[src/rtl/core/multi_pattern_match_counter_assert.svh]
// Assertion macros used by the block's sequencer.
// Both expect clk_i and rst_ni in scope.
`ifndef MULTI_PATTERN_MATCH_COUNTER_ASSERT_SVH
`define MULTI_PATTERN_MATCH_COUNTER_ASSERT_SVH

// Check a property on every rising clock edge outside reset.
`define MPMC_ASSERT(lbl, prop) \
  lbl: assert property (@(posedge clk_i) disable iff (!rst_ni) (prop)) \
    else $error("mpmc assertion failed");

// Check that an antecedent implies a consequent in the same cycle.
`define MPMC_ASSERT_IMP(lbl, ante, cons) \
  lbl: assert property (@(posedge clk_i) disable iff (!rst_ni) (ante) |-> (cons)) \
    else $error("mpmc implication failed");

`endif

[src/rtl/core/mpmc_pkg.sv]
// ----------------------------------------------------------------------------
// mpmc_pkg
// Shared constants, codes and store request/response types of the
// multi-pattern match counter.
// ----------------------------------------------------------------------------
package mpmc_pkg;

  localparam int MAX_NODES   = 4096;
  localparam int ALPHABET    = 26;
  localparam int NODE_W      = $clog2(MAX_NODES);
  localparam int USED_W      = $clog2(MAX_NODES + 1);
  localparam int CHILD_DEPTH = MAX_NODES * ALPHABET;
  localparam int CHILD_AW    = $clog2(CHILD_DEPTH);
  localparam int OP_W        = 2;
  localparam int SYM_W       = 5;
  localparam int STATUS_W    = 2;
  localparam int COUNT_W     = 16;
  localparam int TOTAL_W     = 48;

  localparam logic [OP_W-1:0] OP_INSERT = 2'd0;
  localparam logic [OP_W-1:0] OP_DELETE = 2'd1;

  localparam logic [STATUS_W-1:0] ST_OK      = 2'd0;
  localparam logic [STATUS_W-1:0] ST_FULL    = 2'd1;
  localparam logic [STATUS_W-1:0] ST_MISSING = 2'd2;

  typedef struct packed {
    logic [CHILD_AW-1:0] child_raddr;
    logic                child_we;
    logic [CHILD_AW-1:0] child_waddr;
    logic [NODE_W-1:0]   child_wdata;
    logic [NODE_W-1:0]   fail_raddr;
    logic                fail_we;
    logic [NODE_W-1:0]   fail_waddr;
    logic [NODE_W-1:0]   fail_wdata;
    logic [NODE_W-1:0]   own_raddr;
    logic                own_we;
    logic [NODE_W-1:0]   own_waddr;
    logic [COUNT_W-1:0]  own_wdata;
    logic [NODE_W-1:0]   prop_raddr;
    logic                prop_we;
    logic [NODE_W-1:0]   prop_waddr;
    logic [COUNT_W-1:0]  prop_wdata;
    logic [NODE_W-1:0]   q_raddr;
    logic                q_we;
    logic [NODE_W-1:0]   q_waddr;
    logic [NODE_W-1:0]   q_wdata;
  } mpmc_req_t;

  typedef struct packed {
    logic                ready;
    logic [NODE_W-1:0]   child;
    logic [NODE_W-1:0]   fail;
    logic [COUNT_W-1:0]  own;
    logic [COUNT_W-1:0]  prop;
    logic [NODE_W-1:0]   q;
  } mpmc_rsp_t;

  // Flat index of a node's child slot for one symbol.
  function automatic logic [CHILD_AW-1:0] child_idx(logic [NODE_W-1:0] node,
                                                    logic [SYM_W-1:0] sym);
    return CHILD_AW'(CHILD_AW'(node) * CHILD_AW'(ALPHABET) + CHILD_AW'(sym));
  endfunction

endpackage

[src/rtl/core/mpmc_seq.sv]
// ----------------------------------------------------------------------------
// mpmc_seq
// Sequencer: pattern insert/delete, text walk and breadth-first link rebuild,
// all through the node store's per-table read and write ports.
// ----------------------------------------------------------------------------
`include "multi_pattern_match_counter_assert.svh"

module mpmc_seq (
  input  logic                            clk_i,
  input  logic                            rst_ni,
  input  logic                            in_valid_i,
  output logic                            in_ready_o,
  input  logic [mpmc_pkg::OP_W-1:0]       operation_i,
  input  logic [mpmc_pkg::SYM_W-1:0]      symbol_i,
  input  logic                            last_i,
  output logic                            out_valid_o,
  input  logic                            out_ready_i,
  output logic [mpmc_pkg::STATUS_W-1:0]   status_o,
  output logic [mpmc_pkg::TOTAL_W-1:0]    match_total_o,
  output logic                            result_last_o,
  output mpmc_pkg::mpmc_req_t             req_o,
  input  mpmc_pkg::mpmc_rsp_t             rsp_i
);
  import mpmc_pkg::*;

  typedef enum logic [18:0] {
    S_IDLE  = 19'h00001,
    S_P_RD  = 19'h00002,
    S_P_CHK = 19'h00004,
    S_P_CNT = 19'h00008,
    S_T_RD  = 19'h00010,
    S_T_CHK = 19'h00020,
    S_T_FL  = 19'h00040,
    S_T_ADD = 19'h00080,
    S_B_INI = 19'h00100,
    S_B_POP = 19'h00200,
    S_B_U   = 19'h00400,
    S_B_FU  = 19'h00800,
    S_B_C   = 19'h01000,
    S_B_V   = 19'h02000,
    S_B_JC  = 19'h04000,
    S_B_JF  = 19'h08000,
    S_B_P   = 19'h10000,
    S_B_W   = 19'h20000,
    S_FIN   = 19'h40000
  } state_e;

  state_e state_q, state_d;

  logic [OP_W-1:0]     op_q, op_d;
  logic [SYM_W-1:0]    sym_q, sym_d;
  logic                last_q, last_d;
  logic [USED_W-1:0]   used_q, used_d;
  logic [NODE_W-1:0]   pcur_q, pcur_d;
  logic                failed_q, failed_d;
  logic [NODE_W-1:0]   tcur_q, tcur_d;
  logic [TOTAL_W-1:0]  total_q, total_d;
  logic [USED_W-1:0]   head_q, head_d, tail_q, tail_d;
  logic [NODE_W-1:0]   u_q, u_d, fu_q, fu_d, v_q, v_d, l_q, l_d, j_q, j_d;
  logic [SYM_W-1:0]    i_q, i_d;
  logic [STATUS_W-1:0] rstat_q, rstat_d;
  logic [TOTAL_W-1:0]  rtot_q, rtot_d;
  logic                ovalid_q, ovalid_d;
  logic [STATUS_W-1:0] ostat_q, ostat_d;
  logic [TOTAL_W-1:0]  otot_q, otot_d;
  logic                olast_q, olast_d;

  logic                  is_pat, in_acc, pf;
  logic [STATUS_W-1:0]   code;
  logic [NODE_W-1:0]     nx;
  logic [COUNT_W:0]      psum;
  logic [TOTAL_W:0]      tsum;
  logic [TOTAL_W-1:0]    tsat;
  logic [SYM_W-1:0]      i_last;

  assign is_pat = (op_q == OP_INSERT) || (op_q == OP_DELETE);
  assign code   = (op_q == OP_INSERT) ? ST_FULL : ST_MISSING;
  assign in_acc = in_valid_i && in_ready_o;
  assign in_ready_o = (state_q == S_IDLE) && rsp_i.ready;
  assign psum   = {1'b0, rsp_i.own} + {1'b0, rsp_i.prop};
  assign tsum   = {1'b0, total_q} + (TOTAL_W + 1)'(rsp_i.prop);
  assign tsat   = tsum[TOTAL_W] ? '1 : tsum[TOTAL_W-1:0];
  assign i_last = SYM_W'(ALPHABET - 1);

  always_comb begin
    state_d = state_q;
    op_d = op_q; sym_d = sym_q; last_d = last_q;
    used_d = used_q; pcur_d = pcur_q; failed_d = failed_q;
    tcur_d = tcur_q; total_d = total_q;
    head_d = head_q; tail_d = tail_q;
    u_d = u_q; fu_d = fu_q; v_d = v_q; l_d = l_q; j_d = j_q; i_d = i_q;
    rstat_d = rstat_q; rtot_d = rtot_q;
    ovalid_d = ovalid_q; ostat_d = ostat_q; otot_d = otot_q; olast_d = olast_q;
    nx = rsp_i.child;
    pf = failed_q;
    req_o = '0;

    // Drop the result once taken
    if (ovalid_q && out_ready_i) ovalid_d = 1'b0;

    case (state_q)
      S_IDLE: begin
        if (in_acc) begin
          op_d   = operation_i;
          sym_d  = (32'(symbol_i) >= ALPHABET) ? i_last : symbol_i;
          last_d = last_i;
          state_d = ((operation_i == OP_INSERT) || (operation_i == OP_DELETE))
                    ? S_P_RD : S_T_RD;
        end
      end
      // Pattern: step the cursor, allocate on insert
      S_P_RD: begin
        req_o.child_raddr = child_idx(pcur_q, sym_q);
        state_d = S_P_CHK;
      end
      S_P_CHK: begin
        if (!failed_q) begin
          if (nx == '0 && op_q == OP_INSERT && 32'(used_q) < MAX_NODES) begin
            nx = used_q[NODE_W-1:0];
            used_d = used_q + 1'b1;
            req_o.child_we    = 1'b1;
            req_o.child_waddr = child_idx(pcur_q, sym_q);
            req_o.child_wdata = nx;
          end
          if (nx == '0) pf = 1'b1;
          else pcur_d = nx;
        end
        failed_d = pf;
        req_o.own_raddr = pcur_d;
        rstat_d = pf ? code : ST_OK;
        rtot_d  = '0;
        if (last_q && !pf) state_d = S_P_CNT;
        else if (last_q) state_d = S_B_INI;
        else state_d = S_FIN;
      end
      // Pattern end: adjust the end count
      S_P_CNT: begin
        req_o.own_waddr = pcur_q;
        if (op_q == OP_INSERT) begin
          req_o.own_we    = rsp_i.own != '1;
          req_o.own_wdata = rsp_i.own + 1'b1;
        end else if (rsp_i.own != '0) begin
          req_o.own_we    = 1'b1;
          req_o.own_wdata = rsp_i.own - 1'b1;
        end else begin
          rstat_d = code;
        end
        state_d = S_B_INI;
      end
      // Text: follow goto, else failure links
      S_T_RD: begin
        req_o.child_raddr = child_idx(tcur_q, sym_q);
        state_d = S_T_CHK;
      end
      S_T_CHK: begin
        if (nx != '0) begin
          tcur_d = nx;
          req_o.prop_raddr = nx;
          state_d = S_T_ADD;
        end else if (tcur_q == '0) begin
          req_o.prop_raddr = '0;
          state_d = S_T_ADD;
        end else begin
          req_o.fail_raddr = tcur_q;
          state_d = S_T_FL;
        end
      end
      S_T_FL: begin
        tcur_d  = rsp_i.fail;
        state_d = S_T_RD;
      end
      S_T_ADD: begin
        rstat_d = ST_OK;
        rtot_d  = tsat;
        if (last_q) begin
          tcur_d = '0; total_d = '0;
        end else begin
          total_d = tsat;
        end
        state_d = S_FIN;
      end
      // Rebuild: seed the queue with the root
      S_B_INI: begin
        req_o.q_we = 1'b1; req_o.q_waddr = '0; req_o.q_wdata = '0;
        head_d = '0; tail_d = USED_W'(1);
        state_d = S_B_POP;
      end
      S_B_POP: begin
        if (head_q < tail_q) begin
          req_o.q_raddr = head_q[NODE_W-1:0];
          head_d = head_q + 1'b1;
          state_d = S_B_U;
        end else begin
          pcur_d = '0; failed_d = 1'b0;
          state_d = S_FIN;
        end
      end
      S_B_U: begin
        u_d = rsp_i.q;
        req_o.fail_raddr = rsp_i.q;
        i_d = '0;
        state_d = S_B_FU;
      end
      S_B_FU: begin
        fu_d = rsp_i.fail;
        state_d = S_B_C;
      end
      S_B_C: begin
        req_o.child_raddr = child_idx(u_q, i_q);
        state_d = S_B_V;
      end
      S_B_V: begin
        v_d = nx;
        if (nx == '0) begin
          if (i_q == i_last) state_d = S_B_POP;
          else begin
            i_d = i_q + 1'b1; state_d = S_B_C;
          end
        end else if (u_q == '0) begin
          l_d = '0; state_d = S_B_P;
        end else begin
          j_d = fu_q;
          req_o.child_raddr = child_idx(fu_q, i_q);
          state_d = S_B_JC;
        end
      end
      // Chase failure links for the child's link target
      S_B_JC: begin
        if (nx != '0) begin
          l_d = nx; state_d = S_B_P;
        end else if (j_q == '0) begin
          l_d = '0; state_d = S_B_P;
        end else begin
          req_o.fail_raddr = j_q;
          state_d = S_B_JF;
        end
      end
      S_B_JF: begin
        j_d = rsp_i.fail;
        req_o.child_raddr = child_idx(rsp_i.fail, i_q);
        state_d = S_B_JC;
      end
      S_B_P: begin
        req_o.fail_we = 1'b1; req_o.fail_waddr = v_q; req_o.fail_wdata = l_q;
        req_o.own_raddr  = v_q;
        req_o.prop_raddr = l_q;
        state_d = S_B_W;
      end
      S_B_W: begin
        req_o.prop_we    = 1'b1;
        req_o.prop_waddr = v_q;
        req_o.prop_wdata = psum[COUNT_W] ? '1 : psum[COUNT_W-1:0];
        if (32'(tail_q) < MAX_NODES) begin
          req_o.q_we = 1'b1; req_o.q_waddr = tail_q[NODE_W-1:0]; req_o.q_wdata = v_q;
          tail_d = tail_q + 1'b1;
        end
        if (i_q == i_last) state_d = S_B_POP;
        else begin
          i_d = i_q + 1'b1; state_d = S_B_C;
        end
      end
      // Hand the word to the output register when free
      S_FIN: begin
        if (!ovalid_q || out_ready_i) begin
          ovalid_d = 1'b1;
          ostat_d  = rstat_q;
          otot_d   = rtot_q;
          olast_d  = last_q;
          state_d  = S_IDLE;
        end
      end
      default: state_d = S_IDLE;
    endcase
  end

  always_ff @(posedge clk_i or negedge rst_ni) begin
    if (!rst_ni) begin
      state_q  <= S_IDLE;
      used_q   <= USED_W'(1);
      pcur_q   <= '0;
      failed_q <= 1'b0;
      tcur_q   <= '0;
      total_q  <= '0;
      head_q   <= '0;
      tail_q   <= '0;
      ovalid_q <= 1'b0;
    end else begin
      state_q  <= state_d;
      used_q   <= used_d;
      pcur_q   <= pcur_d;
      failed_q <= failed_d;
      tcur_q   <= tcur_d;
      total_q  <= total_d;
      head_q   <= head_d;
      tail_q   <= tail_d;
      ovalid_q <= ovalid_d;
    end
  end

  // Payload registers
  always_ff @(posedge clk_i) begin
    op_q <= op_d; sym_q <= sym_d; last_q <= last_d;
    u_q <= u_d; fu_q <= fu_d; v_q <= v_d; l_q <= l_d; j_q <= j_d; i_q <= i_d;
    rstat_q <= rstat_d; rtot_q <= rtot_d;
    ostat_q <= ostat_d; otot_q <= otot_d; olast_q <= olast_d;
  end

  assign out_valid_o   = ovalid_q;
  assign status_o      = ostat_q;
  assign match_total_o = otot_q;
  assign result_last_o = olast_q;

  `MPMC_ASSERT(a_used_range, (used_q != '0) && (32'(used_q) <= MAX_NODES))
  `MPMC_ASSERT_IMP(a_queue_order, state_q == S_B_POP, head_q <= tail_q)
  `MPMC_ASSERT(a_busy_after_accept, in_acc |=> !in_ready_o)
  `MPMC_ASSERT_IMP(a_text_ok, state_q == S_FIN && !is_pat, rstat_q == ST_OK)

endmodule

[config.mk]
export PLATFORM = sky130hd
export DESIGN_NAME = mpmc_seq
export DESIGN_NICKNAME = d
export VERILOG_FILES = /design/src/rtl/core/mpmc_pkg.sv /design/src/rtl/core/mpmc_seq.sv
export VERILOG_INCLUDE_DIRS = /design/src /design/src/rtl/core
export SDC_FILE = /design/constraint.sdc
export NUM_CORES = 1
export LEC_CHECK = 0
export BUFFER_PORTS_ARGS = -buffer_cell sky130_fd_sc_hd__buf_2
export CORE_MARGIN = 8
export CORE_UTILIZATION = 45
export CTS_CLUSTER_SIZE = 10
export DETAILED_ROUTE_END_ITERATION = 16
export PLACE_DENSITY = 0.66
export REMOVE_ABC_BUFFERS = 1
export SLEW_MARGIN = 5
export SYNTH_ARGS = -nofsm -noshare
export SYNTH_HDL_FRONTEND = slang
export SYNTH_SLANG_ARGS = --single-unit
[constraint.sdc]
create_clock -name clk_i -period 6.5 [get_ports clk_i]
set_input_delay 0.975 -clock clk_i [delete_from_list [all_inputs] [get_ports clk_i]]
set_output_delay 0.975 -clock clk_i [all_outputs]
set_load 0.03 [all_outputs]
# Yosys cells after proc, flatten, opt, wreduce, memory -nomap -nowiden
# Index checks and enable logic that the tools add are counted.
[op_classes]
add_sub_neg = 13
eq_ne = 36
n_mul = 5
n_lt_le_gt_ge = 4
n_reduce_logical = 40
bitwise = 1
muxes = 81
[op_table]
columns = ["cell", "n"]
rows = [
  ["$pmux 19 s19", 1],
  ["$mux 12", 21],
  ["$mux 19", 8],
  ["$pmux 12 s2", 5],
  ["$mux 48", 2],
  ["$pmux 48 s2", 1],
  ["$mux 30", 3],
  ["$add 17x5->17", 5],
  ["$pmux 17 s5", 1],
  ["$mul 12x4->16 const B", 5],
  ["$pmux 12 s3", 2],
  ["$mux 17", 4],
  ["$logic_not 12->1", 5],
  ["$mux 29", 2],
  ["$pmux 13 s2", 2],
  ["$mux 25", 2],
  ["$pmux 25 s2", 1],
  ["$add 48x16->49", 1],
  ["$mux 16", 3],
  ["$add 13x1->13 const B", 3],
  ["$mux 13", 3],
  ["$lt 13x13->1 const B", 2],
  ["$ne 2x2->1 const B", 13],
  ["$eq 19x1->1 const B", 1],
  ["other kinds (47)", 84],
]
[word_totals]
inputBits = 81
register_bits = 306
output_inout_bits = 256
wordCells = 203

# Depth between registers and ports, before layout
[logic_depth]
ltp_word = 14
mapped_depth = 19

# Least setup slack after synthesis
# No wires, ideal clock.
[synth_timing]
path_kind = "input port to output port"
startpoint = "input port rsp_i[46] (netlist name)"
endpoint = "output port req_o[202] (netlist name)"
slack_ns = 1.019
arrival_ns = 4.506
cell_stages = 14
t_required_ns = 5.525
path_cell_list = "ha_1 inv_1 fa_1 inv_1 ha_1 nor2b_1 o2111a_1 o41ai_1 a21oi_1 or4_1 a22oi_1 nand4b_1 xnor2_1 o221ai_1"
[synth_lines]
columns = ["element", "line_no", "rtl"]
rows = [
  ["from (decl)", "mpmc_seq.sv:22", "input mpmc_pkg::mpmc_rsp_t rsp_i"],
  ["to (decl)", "mpmc_seq.sv:21", "output mpmc_pkg::mpmc_req_t req_o,"],
]

==> results by group <==
Status
  – Status: finished, final reports clean

Cells and area
  – Final instance area: 27400 µm²
  – Share of post-route cells with drive strength above 1: 0.158
  – Synthesis-to-layout area growth: 15.3%
  – Fin nets: around 3300
  – Count of filler cells inserted in the layout: 4846

Timing
  – Final Slew Violations: 0
  – Final setup vio count: 0
  – Clock Skews: about 0.021 ns
  – Final hold viol count: 0
  – RSZ-0062 raised after global routing: no
  – Normalized max-slew margin: 0.258
  – Fin Setup TNS: 0 ns
  – Fin crit period: 6.13 ns
  – F_max: approximately 160 MHz
  – Fin crit share: 0.943
  – Least-Margin Pin Slew: between 1 and 1.5 ns

Synth
  – Cell with the most instances after synthesis: inv_1
  – Biggest area consumer among synthesized cells: edfxtp_1
  – Post-synth EDFFs: 174
  – Synth async-reset ratio: 0.431
  – Syn Area/Cell: 9.12 µm²
  – Synth Instances: 2606
  – Ys Warns: 0
  – Synth Flop Type: edfxtp_1
  – Most common library cells after synthesis: inv_1 (278), ha_1 (219), nor2_1 (215)
  – Unique cell type count in the Yosys netlist: between 80 and 90
  – Synthesized area: roughly 24000 µm²
  – Sequential share of the synthesized area: 0.359
  – Yosys top cell area share: 0.220
  – Synth Register Bits: about 310
  – Largest cells by area after synthesis: edfxtp_1 (22%), dfrtp_1 (14%), ha_1 (12%)

Critical path
  – CP max stage delay: between 0.4 and 0.5 ns
  – Family with the most delay on the worst path: simple AND/OR/NAND/NOR gates
  – Worst path bufs/invs: 4
  – Crit. End Element: output pin
  – WP data required: around 5.5 ns
  – Worst-path fanout max: 6
  – CP arrival: 5.15 ns
  – Crit-path cells: or3_1 > nor3b_2 > nand3_1 > nor2b_1 > buf_4 > nand2_1 > o21ai_0 > ha_1 > inv_1 > fa_1 > nor2b_1 > o21ai_0 > nand2b_1 > inv_1 > or3b_2 > nor2_1 > nand4b_1 > xnor2_1 > o221ai_1 > buf_2
  – Setup CP Type: flip-flop to output pin
  – Slowest-stage cell, CP: or3_1
  – Reg-to-reg slack, setup: around 2.3 ns
  – CP Launch Type: flip-flop
  – Reg-to-Reg Start: state_q[18]
  – Reg2Reg Depth: 11
  – R2r endpoint: used_q[10]

Route
  – Drt wl/cell: ~23 µm
  – Antenna viol nets, final: 0
  – Via count: ~21000
  – Vias per Instance: ~5.8
  – Final wirelength: a little over 80000 µm
  – Detailed-route DRC error count: 0
  – Initial drt markers: approximately 1900
  – Detailed Routing Iterations Pass 1: 8

Clocking
  – Clock sink count: a little over 300
  – Clock insertion delay at the later pin of the skew report: ~0.56 ns
  – CTS tree: done
  – Clock-pin transition on the worst setup and hold timing paths: approximately 0.06 ns
  – Cts hold-fix bufs: 0
  – H-tree Lvls: 2
  – Clock Path Buffers: 3
  – Root Buffer: clkbuf_16
  – TritonCTS buffer count: 39

Worst hold path
  – WHS Path Cells: 0
  – Worst min path class: flip-flop to flip-flop
  – Hold Startpoint: rtot_q[34]
  – Hold Path End: match_total_o[34]

Die
  – Ports: between 300 and 400
  – Floorplan Core Area: 52300 µm²
  – Num rows: 84
  – Die extent in y: approximately 250 µm
  – Die width: about 250 µm
  – Initial Utilization: 0.454
  – Die ar.: around 60000 µm²

GRT
  – Total global-route track usage: 0.263
  – Congestion Overflow GR: 0
  – Largest net degree at the start of global routing: 88
  – Initial antenna violation count: 5
  – Number of global-route vias before repair: around 21000
  – Global-route wire length before repair: roughly 120000 µm

Pwr
  – Power per Cell Area: 241 nW/µm²
  – Leakage: approximately 13 nW
  – Maximum vdd drop: 203 µV

Placed design
  – Dpl hpwl: about 65000 µm
  – Port Buf Inserts: roughly 340
  – Area after DPL: 26200 µm²
  – Routability cong.: 0.974

Run
  – Max-Cap Viols: 0
worst max path at each step:
stage               slack (ns)         end        start  cells past startpoint
detailed placement        0.74  req_o[201]    rsp_i[46]                     16
global route              0.07  req_o[201]   state_q[8]                     20
CTS                       0.31  req_o[201]   state_q[8]                     20
floorplan                 0.25  rstat_q[0]  state_q[18]                      7
global placement          0.78  req_o[202]    rsp_i[46]                     16
finish                    0.37  req_o[201]  state_q[17]                     20
layer usage:
metal | track usage | vias to the layer above | part of all wire
li1 | - | 9896 | -
met1 | 0.334 | 10192 | 0.40
met2 | 0.435 | 909 | 0.47
met3 | 0.0495 | 154 | 0.080
met4 | 0.114 | 0 | 0.046
met5 | 0 | - | 0
where the power goes:
part	internal [mW]	switching, mW
sequential	2.09	0.110
clock	1.19	0.856
combinational	0.876	1.47
total	4.16	2.44
layout by cell type, fill, tap and decap left out, drive strengths merged, types with 20 or more instances in the layout:
cell type and instances:
nor2 215, nor3 70, fa 51, and3 52, o22ai 20, nand3 67, a21o 54, dfrtp 130
and2 100, a21oi 129, o21ai 121, a31oi 44, clkbuf 61, or3 25, edfxtp 174, nor2b 21
xnor2 105, buf 367, o21a 22, o21bai 26, nand4 31, inv 279, xor2 63, nand2 190
a211oi 24, ha 219
cell type report:
class / count / area [µm²] / area share
multi-input cells: 1926 / 13900 / 0.506
flip-flops and latches: 306 / 8530 / 0.311
repair buffers: 367 / 1920 / 0.0701
diodes: 2 / 5.00 / 0.000183
clock inverters: 10 / 87.6 / 0.00320
well taps: 688 / 861 / 0.0314
inverters: 279 / 1050 / 0.0382
clock buffers: 61 / 1090 / 0.0398
metrics by stage:
stage / total power [mW] / worst slack, ns / utilization / hold slack (ns) / std cells
global placement: 4.49 / 0.779 / 0.501 / 0.402 / 3566
finish: 6.60 / 0.371 / 0.524 / 0.416 / 3639
floorplan: 3.83 / 0.252 / - / 0.400 / 2511
detailed placement: 4.54 / 0.744 / 0.501 / 0.405 / 3566
CTS: 6.62 / 0.307 / 0.523 / 0.416 / 3637
global route: 6.98 / 0.0671 / 0.524 / 0.422 / 3638
registers in the layout, indices dropped and copies added (netlist names), 2 cells and up:
| register | cells |
|---|---|
| tail_q | 13 |
| match_total_o | 48 |
| total_q | 48 |
| j_q | 12 |
| v_q | 12 |
| u_q | 12 |
| status_o | 2 |
| head_q | 13 |
| used_q | 13 |
| pcur_q | 12 |
| l_q | 12 |
| sym_q | 5 |
| rtot_q | 48 |
| i_q | 5 |
| rstat_q | 2 |
| state_q | 19 |
| tcur_q | 12 |
| op_q | 2 |
| fu_q | 12 |
cells by family after synthesis:
kind of cell,synth area share
flops,0.359
xor+xnor,0.0619
buf+inv,0.0601
mux,0.00469
compound gates,0.159
fa+ha+maj,0.158
simple gates,0.197
timing repair:
item / CTS / global route
setup buffers: 0 / 0
setup endpoints to repair: 0 / 3
gates resized for setup: 0 / 1
Power figures use the tool's default switching activity.
